==> config.mk <==
export PLATFORM = sky130hd
export DESIGN_NAME = audio_dma_block_engine
export DESIGN_NICKNAME = d
export VERILOG_FILES = /design/src/hw/rtl/adbe_pkg.sv /design/src/hw/rtl/audio_dma_block_engine.sv
export SDC_FILE = /design/constraint.sdc
export NUM_CORES = 1
export LEC_CHECK = 0
export BUFFER_PORTS_ARGS = -buffer_cell sky130_fd_sc_hd__buf_2
export CAP_MARGIN = 20
export CORE_MARGIN = 5
export CORE_UTILIZATION = 45
export CTS_CLUSTER_DIAMETER = 100
export DETAILED_ROUTE_END_ITERATION = 8
export SLEW_MARGIN = 0
export SYNTH_ARGS = -nofsm -noshare
export SYNTH_HDL_FRONTEND = slang
export SYNTH_SLANG_ARGS = --single-unit
export TNS_END_PERCENT = 5
==> constraint.sdc <==
create_clock -name aclk -period 5.2 [get_ports aclk]
set_input_delay 0.26 -clock aclk [delete_from_list [all_inputs] [get_ports aclk]]
set_output_delay 0.26 -clock aclk [all_outputs]
set_load 0.01 [all_outputs]
==> src/hw/rtl/adbe_pkg.sv <==
// Package for the audio DMA block engine: constants, codes and payload structs.
// No dependencies; used by the engine and its checker.
package adbe_pkg;

    // Fetch size and size of main memory in bytes.
    localparam int unsigned BLOCK_BYTES  = 32;
    localparam int unsigned MEMORY_LIMIT = 25165824;
    localparam int unsigned OFF_W        = 25;
    localparam int unsigned CMP_W        = OFF_W + 1;

    // Register indexes.
    localparam logic [2:0] IDX_SRC_HI  = 3'd0;
    localparam logic [2:0] IDX_SRC_LO  = 3'd1;
    localparam logic [2:0] IDX_CONTROL = 3'd3;
    localparam logic [2:0] IDX_LEFT    = 3'd5;
    localparam logic [2:0] IDX_LAST    = 3'd7;

    // Control register layout.
    localparam int unsigned CTRL_EN_BIT = 15;

    // Operation codes.
    localparam logic [1:0] OP_READ  = 2'd0;
    localparam logic [1:0] OP_WRITE = 2'd1;
    localparam logic [1:0] OP_TICK  = 2'd2;

    // Error codes.
    localparam logic [1:0] ERR_NONE       = 2'd0;
    localparam logic [1:0] ERR_READ_ONLY  = 2'd1;
    localparam logic [1:0] ERR_RANGE      = 2'd2;
    localparam logic [1:0] ERR_WORD_INDEX = 2'd3;

    typedef struct packed {
        logic [1:0]  operation;
        logic [2:0]  reg_index;
        logic        access_size;
        logic [31:0] write_data;
    } adbe_in_t;

    typedef struct packed {
        logic [31:0] read_data;
        logic        block_valid;
        logic [31:0] block_address;
        logic        irq;
        logic [1:0]  error_code;
    } adbe_out_t;

endpackage

==> src/hw/rtl/audio_dma_block_engine.sv <==
// Audio DMA block engine: register file, block address generator and result register.
// Depends on adbe_pkg.
//
//  Channel | Ports                        | Carries
//  --------+------------------------------+------------------------------------
//  input   | s_valid, s_ready, s_data     | read, write or tick transaction
//  result  | m_valid, m_ready, m_data     | one result per input transaction
//
// Each transaction passes through the input register and then the result register,
// and one transaction is taken every cycle while the result channel is not stalled.
// The register update and the address adder/compare sit between those two registers.
// Reset clears the register file, the address, the count and both valid flags.
// A stalled result stops the input register, and s_ready drops only when both are full.
module audio_dma_block_engine
    import adbe_pkg::*;
(
    input  logic      aclk,
    input  logic      aresetn,
    input  logic      s_valid,
    output logic      s_ready,
    input  adbe_in_t  s_data,
    output logic      m_valid,
    input  logic      m_ready,
    output adbe_out_t m_data
);

    logic             in_valid_reg;
    adbe_in_t         in_data_reg;
    logic             out_valid_reg;
    adbe_out_t        out_data_reg;
    logic [15:0]      regfile_reg [8];
    logic [15:0]      regfile_next [8];
    logic [31:0]      addr_reg;
    logic [31:0]      addr_next;
    logic [14:0]      rem_reg;
    logic [14:0]      rem_next;
    logic             advance;
    logic             fire;
    adbe_out_t        result;

    // The input register moves on when the result register is free or being emptied.
    assign advance = !out_valid_reg || m_ready;
    assign fire    = in_valid_reg && advance;
    assign s_ready = !in_valid_reg || advance;
    assign m_valid = out_valid_reg;
    assign m_data  = out_data_reg;

    // Register access and tick processing for the transaction in the input register.
    always_comb begin
        logic [2:0]  idx;
        logic [2:0]  idx_lo;
        logic        word;
        logic        word_bad;
        logic [14:0] left_val;
        logic [15:0] rd_hi;
        logic [15:0] rd_lo;
        logic [7:0]  we;
        logic [15:0] wv [8];
        logic        enabled;
        logic [CMP_W-1:0] end_off;

        idx      = in_data_reg.reg_index;
        idx_lo   = idx + 3'd1;
        word     = in_data_reg.access_size;
        word_bad = word && (idx == IDX_LAST);
        left_val = (rem_reg == 15'd0) ? 15'd0 : rem_reg - 15'd1;
        rd_hi    = (idx == IDX_LEFT) ? {1'b0, left_val} : regfile_reg[idx];
        rd_lo    = (idx_lo == IDX_LEFT) ? {1'b0, left_val} : regfile_reg[idx_lo];
        enabled  = regfile_reg[IDX_CONTROL][CTRL_EN_BIT];
        end_off  = {1'b0, addr_reg[OFF_W-1:0]} + CMP_W'(BLOCK_BYTES);

        regfile_next = regfile_reg;
        addr_next    = addr_reg;
        rem_next     = rem_reg;
        result       = '0;

        // Halfword write strobes: a word write puts the high half at the index.
        for (int k = 0; k < 8; k++) begin
            we[k] = 1'b0;
            wv[k] = in_data_reg.write_data[15:0];
            if (word) begin
                if (idx == 3'(k)) begin
                    we[k] = 1'b1;
                    wv[k] = in_data_reg.write_data[31:16];
                end else if (idx_lo == 3'(k)) begin
                    we[k] = 1'b1;
                end
            end else if (idx == 3'(k)) begin
                we[k] = 1'b1;
            end
        end

        case (in_data_reg.operation)
            OP_READ: begin
                if (word_bad) begin
                    result.error_code = ERR_WORD_INDEX;
                end else if (word) begin
                    result.read_data = {rd_hi, rd_lo};
                end else begin
                    result.read_data = {16'd0, rd_hi};
                end
            end
            OP_WRITE: begin
                if (word_bad) begin
                    result.error_code = ERR_WORD_INDEX;
                end else begin
                    for (int k = 0; k < 8; k++) begin
                        if (we[k] && (3'(k) != IDX_LEFT)) begin
                            regfile_next[k] = wv[k];
                        end
                    end
                    if (we[IDX_LEFT]) begin
                        result.error_code = ERR_READ_ONLY;
                    end
                    // Rising enable latches the source address and the block count.
                    if (we[IDX_CONTROL] && !enabled && wv[IDX_CONTROL][CTRL_EN_BIT]) begin
                        addr_next = {regfile_reg[IDX_SRC_HI], regfile_reg[IDX_SRC_LO]};
                        rem_next  = wv[IDX_CONTROL][14:0];
                    end
                end
            end
            OP_TICK: begin
                if (enabled) begin
                    result.block_valid   = 1'b1;
                    result.block_address = addr_reg;
                    if (end_off > CMP_W'(MEMORY_LIMIT)) begin
                        result.error_code = ERR_RANGE;
                    end
                    // Last block (or a zero count) re-arms from the registers.
                    if (rem_reg <= 15'd1) begin
                        addr_next  = {regfile_reg[IDX_SRC_HI], regfile_reg[IDX_SRC_LO]};
                        rem_next   = regfile_reg[IDX_CONTROL][14:0];
                        result.irq = 1'b1;
                    end else begin
                        addr_next = addr_reg + 32'(BLOCK_BYTES);
                        rem_next  = rem_reg - 15'd1;
                    end
                end
            end
            default: begin
                result = '0;
            end
        endcase
    end

    // Input register, engine state and result register.
    always_ff @(posedge aclk) begin
        if (!aresetn) begin
            in_valid_reg  <= 1'b0;
            out_valid_reg <= 1'b0;
            addr_reg      <= '0;
            rem_reg       <= '0;
            for (int k = 0; k < 8; k++) begin
                regfile_reg[k] <= '0;
            end
        end else begin
            if (s_ready) begin
                in_valid_reg <= s_valid;
                in_data_reg  <= s_data;
            end
            if (advance) begin
                out_valid_reg <= in_valid_reg;
                out_data_reg  <= result;
            end
            if (fire) begin
                regfile_reg <= regfile_next;
                addr_reg    <= addr_next;
                rem_reg     <= rem_next;
            end
        end
    end

endmodule

# After elaboration in Yosys (flattened, before gate mapping)
# Cells that the tools add are included.
[op_classes] n_mux=73 n_reduce_logical=27 magnitude_cmp=4 n_eq_ne=19 addsub=4 bitwise_logic=5
[ops] operator="2-to-1 mux 16 bit" n=21
[ops] operator="2-to-1 mux 32 bit" n=4
[ops] operator="binary-select mux 16 bit (select 3 bit)" n=2
[ops] operator="2-to-1 mux 15 bit" n=5
[ops] operator="case mux 32 bit (2 select lines)" n=1
[ops] operator="2-to-1 mux 36 bit" n=1
[ops] operator="2-to-1 mux 1 bit" n=34
[ops] operator="adder 32 x 6 -> 32 bit (second input constant)" n=1
[ops] operator="case mux 15 bit (2 select lines)" n=1
[ops] operator="AND reduction 4 bit" n=7
[ops] operator="adder 25 x 6 -> 26 bit (second input constant)" n=1
[ops] operator="greater-than comparator 26 x 25 -> 1 bit (second input constant)" n=1
[ops] operator="== test 3 bit (second input constant)" n=8
[ops] operator="less-or-equal comparator 15 x 1 -> 1 bit (second input constant)" n=1
[ops] operator="logical NOT 15 bit" n=1
[ops] operator="subtractor 15 x 1 -> 15 bit (second input constant)" n=1
[ops] operator="== test 3 x 2 -> 1 bit (second input constant)" n=4
[ops] operator=">= comparator 4 bit (second input constant)" n=2
[ops] operator="NOT 3 -> 4 bit" n=2
[ops] operator="== test 3 x 1 -> 1 bit (second input constant)" n=2
[ops] operator="logical NOT 3 bit" n=2
[ops] operator="2-to-1 mux 2 bit" n=3
[ops] operator="!= test 2 bit (second input constant)" n=3
[ops] operator="case mux 2 bit (3 select lines)" n=1
[ops] operator="other kinds (13)" n=23
[word_totals] ff_bits=267 word_cells=153 inputBits=42 out_inout_bits=70

# Longest topological paths before layout
[logic_depth] depth_word=10 ltp_mapped=13 ltp_nobuf=8

# Least setup slack after synthesis
# OpenSTA, ideal clock, no wires.
[synth_path] path_kind="in2reg" startpoint="input aresetn" endpoint="register out_data_reg, in the netlist m_data[0] (enable)" n_path_buf=2 cell_stages=4 arrival_time_ps=3583 slack_ps=1123 required_ps=4706 setup_time_ps=494 path_cell_list="inv_2 clkbuf_1 buf_1 nor2_1"
[synth_via] elab_chain_len=1
[synth_rtl] item="from (decl)" line="audio_dma_block_engine.sv:18" text="input logic aresetn,"
[synth_rtl] item="AND reduction 2 bit (no line)"
[synth_rtl] item="to (signal assigned)" line="audio_dma_block_engine.sv:163" text="out_data_reg <= result;"
[synth_rtl] item="to (decl)" line="audio_dma_block_engine.sv:30" text="adbe_out_t out_data_reg;"
# Every way passes these cells.
# A chain may end at the register's enable or synchronous reset.

# Worst setup path after layout
[layout_path] startpoint="register in_data_reg[34] (netlist bit)" endpoint="register regfile_reg[63] (netlist bit)"
[layout_via] elab_chain_len=6 word_cells_on_any_way=13 cone_classes="add/sub (1); eq/ne (3); mux (6); bitwise (1); reduce/logical (2)"
[layout_rtl] item="from (decl)" line="audio_dma_block_engine.sv:28" text="adbe_in_t in_data_reg;"
[layout_rtl] item="from (signal assigned)" line="audio_dma_block_engine.sv:159" text="in_data_reg <= s_data;"
[layout_rtl] item="adder 3 x 1 -> 3 bit" line="audio_dma_block_engine.sv:63" text="idx_lo = idx + 3'd1;"
[layout_rtl] item="== test 3 bit" line="audio_dma_block_engine.sv:85" text="end else if (idx_lo == 3'(k)) begin"
[layout_rtl] item="2-to-1 mux 1 bit" line="audio_dma_block_engine.sv:85"
[layout_rtl] item="2-to-1 mux 1 bit" line="audio_dma_block_engine.sv:82" text="if (idx == 3'(k)) begin"
[layout_rtl] item="2-to-1 mux 1 bit" line="audio_dma_block_engine.sv:81" text="if (word) begin"
[layout_rtl] item="AND reduction 4 bit (no line)"
[layout_rtl] item="to (signal assigned)" line="audio_dma_block_engine.sv:166" text="regfile_reg <= regfile_next;"
[layout_rtl] item="to (decl)" line="audio_dma_block_engine.sv:31" text="logic [15:0] regfile_reg [8];"
# Several ways; a longest one is shown, not always the timed one.

==> results.md <==
* Initial antenna violation count at 0
* Leakage power at 6.29 nW
* Tot Pwr at 4.91 mW
* Post-Synth Simple-Gate Area at 0.197
* Worst skew pair latency at 0.57 ns
* VDD IR max at 273 uV
* Worst R2R Start: in_data_reg[34]
* Hold buffer count at cts at 39
* Antenna Cells at 0
* Vias per cell at 6.34
* H-tree levels at 1
* Tmin final at 3.66 ns
* Largest family of logic cells by synthesized area: simple AND/OR/NAND/NOR gates
* Fin crit share at 0.705
* Placer Congestion at 0.964
* Postcts setup bufs at 0
* Setup crit start kind: flop
* Largest net degree at the start of global routing at 104
* Slew Viols, Final at 0
* Post-Layout Cell Count at 2081
* DPL Wire Length at 36800 um
* Buffer levels on the longest clock path at 3
* All-Layer GR Usage at 0.277
* Max-cap violations at 0
* Worst EP arrival at 4.05 ns
* Die area at 0.0358 mm2
* Drc violations at 0
* Global route overflow at 0
* Fin. Hold Viols at 0
* Mean post-synth cell area at 9.17 um2
* Core area at 0.0316 mm2
* Die height at 189 um
* Cell count after placement at 1986
* DRT Wirelength at 51800 um
* Sink Count at 267
* Adder and majority gate portion of the synthesized area at 0.00779
* Reg clk slew, reported paths at 0.06 ns
* EDFF count, synth at 106
* Top cells by instance count after synthesis: 201 x nor2_1, 161 x dfxtp_1, 143 x nand2_1
* Min-delay src: m_ready
* Setup Skew at 0.0155 ns
* # resized after CTS at 0
* Starting Density at 0.457
* CP max stage cell: nand3_1
* Critical path origin: in_data_reg[34]
* Top FF cell, synth: dfxtp_1
* Most common cell in the netlist: nor2_1
* Remaining antenna violation count at 0
* CP cell instances: inv_1 > buf_4 > ha_1 > nand3_1 > mux2i_1 > a211oi_1
* 1st-iter DRT viols at 1552
* Worst Hold Class: primary input to flop
* RSZ-0062 raised after global routing: no
* Area Overhead vs Synth at 15.4%
* CTS Buf Count at 30
* Die Wd at 189 um
* Synth top area cells: dfxtp_1 22%, edfxtp_1 22%, mux2i_1 7.0%, nor2_1 5.2%, a311oi_1 3.9%
* Count of cell types in the netlist at 82
* Pre-antenna DRT Iters at 6
* WS Path Type: flop to flop
* Power Dens Cells at 295 mW/mm2
* Synthesized area at 0.0145 mm2
* IO buf count at 111
* Number of global-route vias before repair at 12000
* Global-route wire length before repair at 77400 um
* Mux share of post-synthesis cell area at 0.0980
* Compound-Gate Fraction of Synth Area at 0.195
* Final setup fails at 0
* Final TNS setup at 0 ns
* Clock Root Buffer: clkbuf_16
* Filler Cells Inserted at 2944
* Asr flop ratio synth at 0
* Fmax at 273 MHz
* XOR/XNOR Fraction of Synth Area at 0.0133
* Slew headroom at 0.218
* Yosys top cell area share at 0.223
* Crit-path max cell delay at 0.97 ns
* Syn Inst Count at 1577
* CTS tree: yes
* Proportion of layout cells with a drive suffix above 1 at 0.151
* Routed length per instance at 24.9 um
* Sequential area share after synthesis at 0.443
* Post-synth net total at 1628
* Dominant cell type by area after synthesis: dfxtp_1
* CP Max Fanout at 26
* CP endpoint kind: flop
* Site Rows at 65
* Vias at 13200
* Worst-margin pin slew at 1.17 ns
* Synth Register Bits at 267
* Nets@finish at 1707
* Required @ worst endpoint at 5.58 ns
* Boundary pin count at 112
* YS warnings at 0
* Run status: completed
* Max reg flops at 112
==> kinds of logic after synthesis <==
| family | Yosys count |
|---|---|
| flip-flops | 267 |
| buffers and inverters | 158 |
| adder cells (fa/ha/maj) | 9 |
| AND/OR/NAND/NOR | 595 |
| multiplexers | 125 |
| AO/OA/AOI/OAI | 401 |
| XOR/XNOR | 22 |
==> critical path: cells and delay by family (launching register included) <==
family                     cells  cell delay (ns)
AOI/OAI and AO/OA              1             0.11
adders and majority gates      1             0.89
buffers and inverters          2             0.37
DFF                            1             0.69
muxes                          1             0.42
and+or+nand+nor                1             0.97
==> where the power goes <==
part	internal, mW	switching (mW)	total, mW	leakage (nW)
Clock	1.28	0.871	2.15	0.487
Sequential	2.23	0.0720	2.30	2.36
Combinational	0.164	0.299	0.463	3.43
==> final timing paths <==
check	slack (ns)	depth (start not counted)	endpoint
min reg2reg	0.49	2	addr_reg[1]
min	0.12	4	m_valid
max	1.54	6	regfile_reg[63]
max reg2reg	1.54	6	regfile_reg[63]
==> through the flow <==
step / hold slack [ns] / utilization / worst slack (ns) / instance area [um2]
5_1_grt: 0.116 / 0.527 / 1.41 / 16700
2_1_floorplan: 0.359 / - / 1.12 / 14500
3_5_place_dp: 0.438 / 0.483 / 1.66 / 15300
4_1_cts: 0.0949 / 0.526 / 1.64 / 16700
3_3_place_gp: 0.436 / 0.483 / 1.76 / 15300
6_report: 0.117 / 0.527 / 1.54 / 16700
==> routing by layer <==
metal / part of all wire / wire length, um / track usage
met5: 0 / 0 / 0
met1: 0.45 / 23500 / 0.419
met4: 0.035 / 1800 / 0.0810
met3: 0.093 / 4790 / 0.0444
met2: 0.42 / 21700 / 0.409
==> layout by cell type (no fill, tap or decap), types with 10 or more instances in the layout <==
cell | synthesis | layout
nand3_1 | 92 | 92
o22ai_1 | 19 | 19
and3_1 | 41 | 41
nor2_1 | 201 | 196
a31oi_1 | 10 | 10
o221ai_1 | 17 | 17
nand2_1 | 143 | 143
a221oi_1 | 17 | 17
dfxtp_1 | 161 | 161
edfxtp_1 | 106 | 106
buf_2 | 35 | 111
mux4_2 | 12 | 12
a311oi_1 | 65 | 65
clkbuf_16 | 0 | 31
mux2i_1 | 101 | 101
xnor2_1 | 14 | 14
nor3b_1 | 10 | 10
buf_4 | 5 | 39
dlygate4sd3_1 | 0 | 39
a211oi_1 | 51 | 51
inv_1 | 13 | 13
a21oi_1 | 85 | 82
mux2_2 | 12 | 12
o21ai_0 | 62 | 62
nor3_1 | 23 | 23
and2_1 | 12 | 12
nand2b_1 | 18 | 18
==> cell type report <==
cell class / count / area, um2 / area share
sequential: 267 / 6410 / 0.384
timing repair buffer: 190 / 1270 / 0.0759
tap: 402 / 503 / 0.0302
multi-input combinational: 1152 / 7450 / 0.446
clock buffer: 42 / 887 / 0.0532
clock inverter: 13 / 113 / 0.00675
inverter: 15 / 58.8 / 0.00353
(Power assumes the default switching activity.)
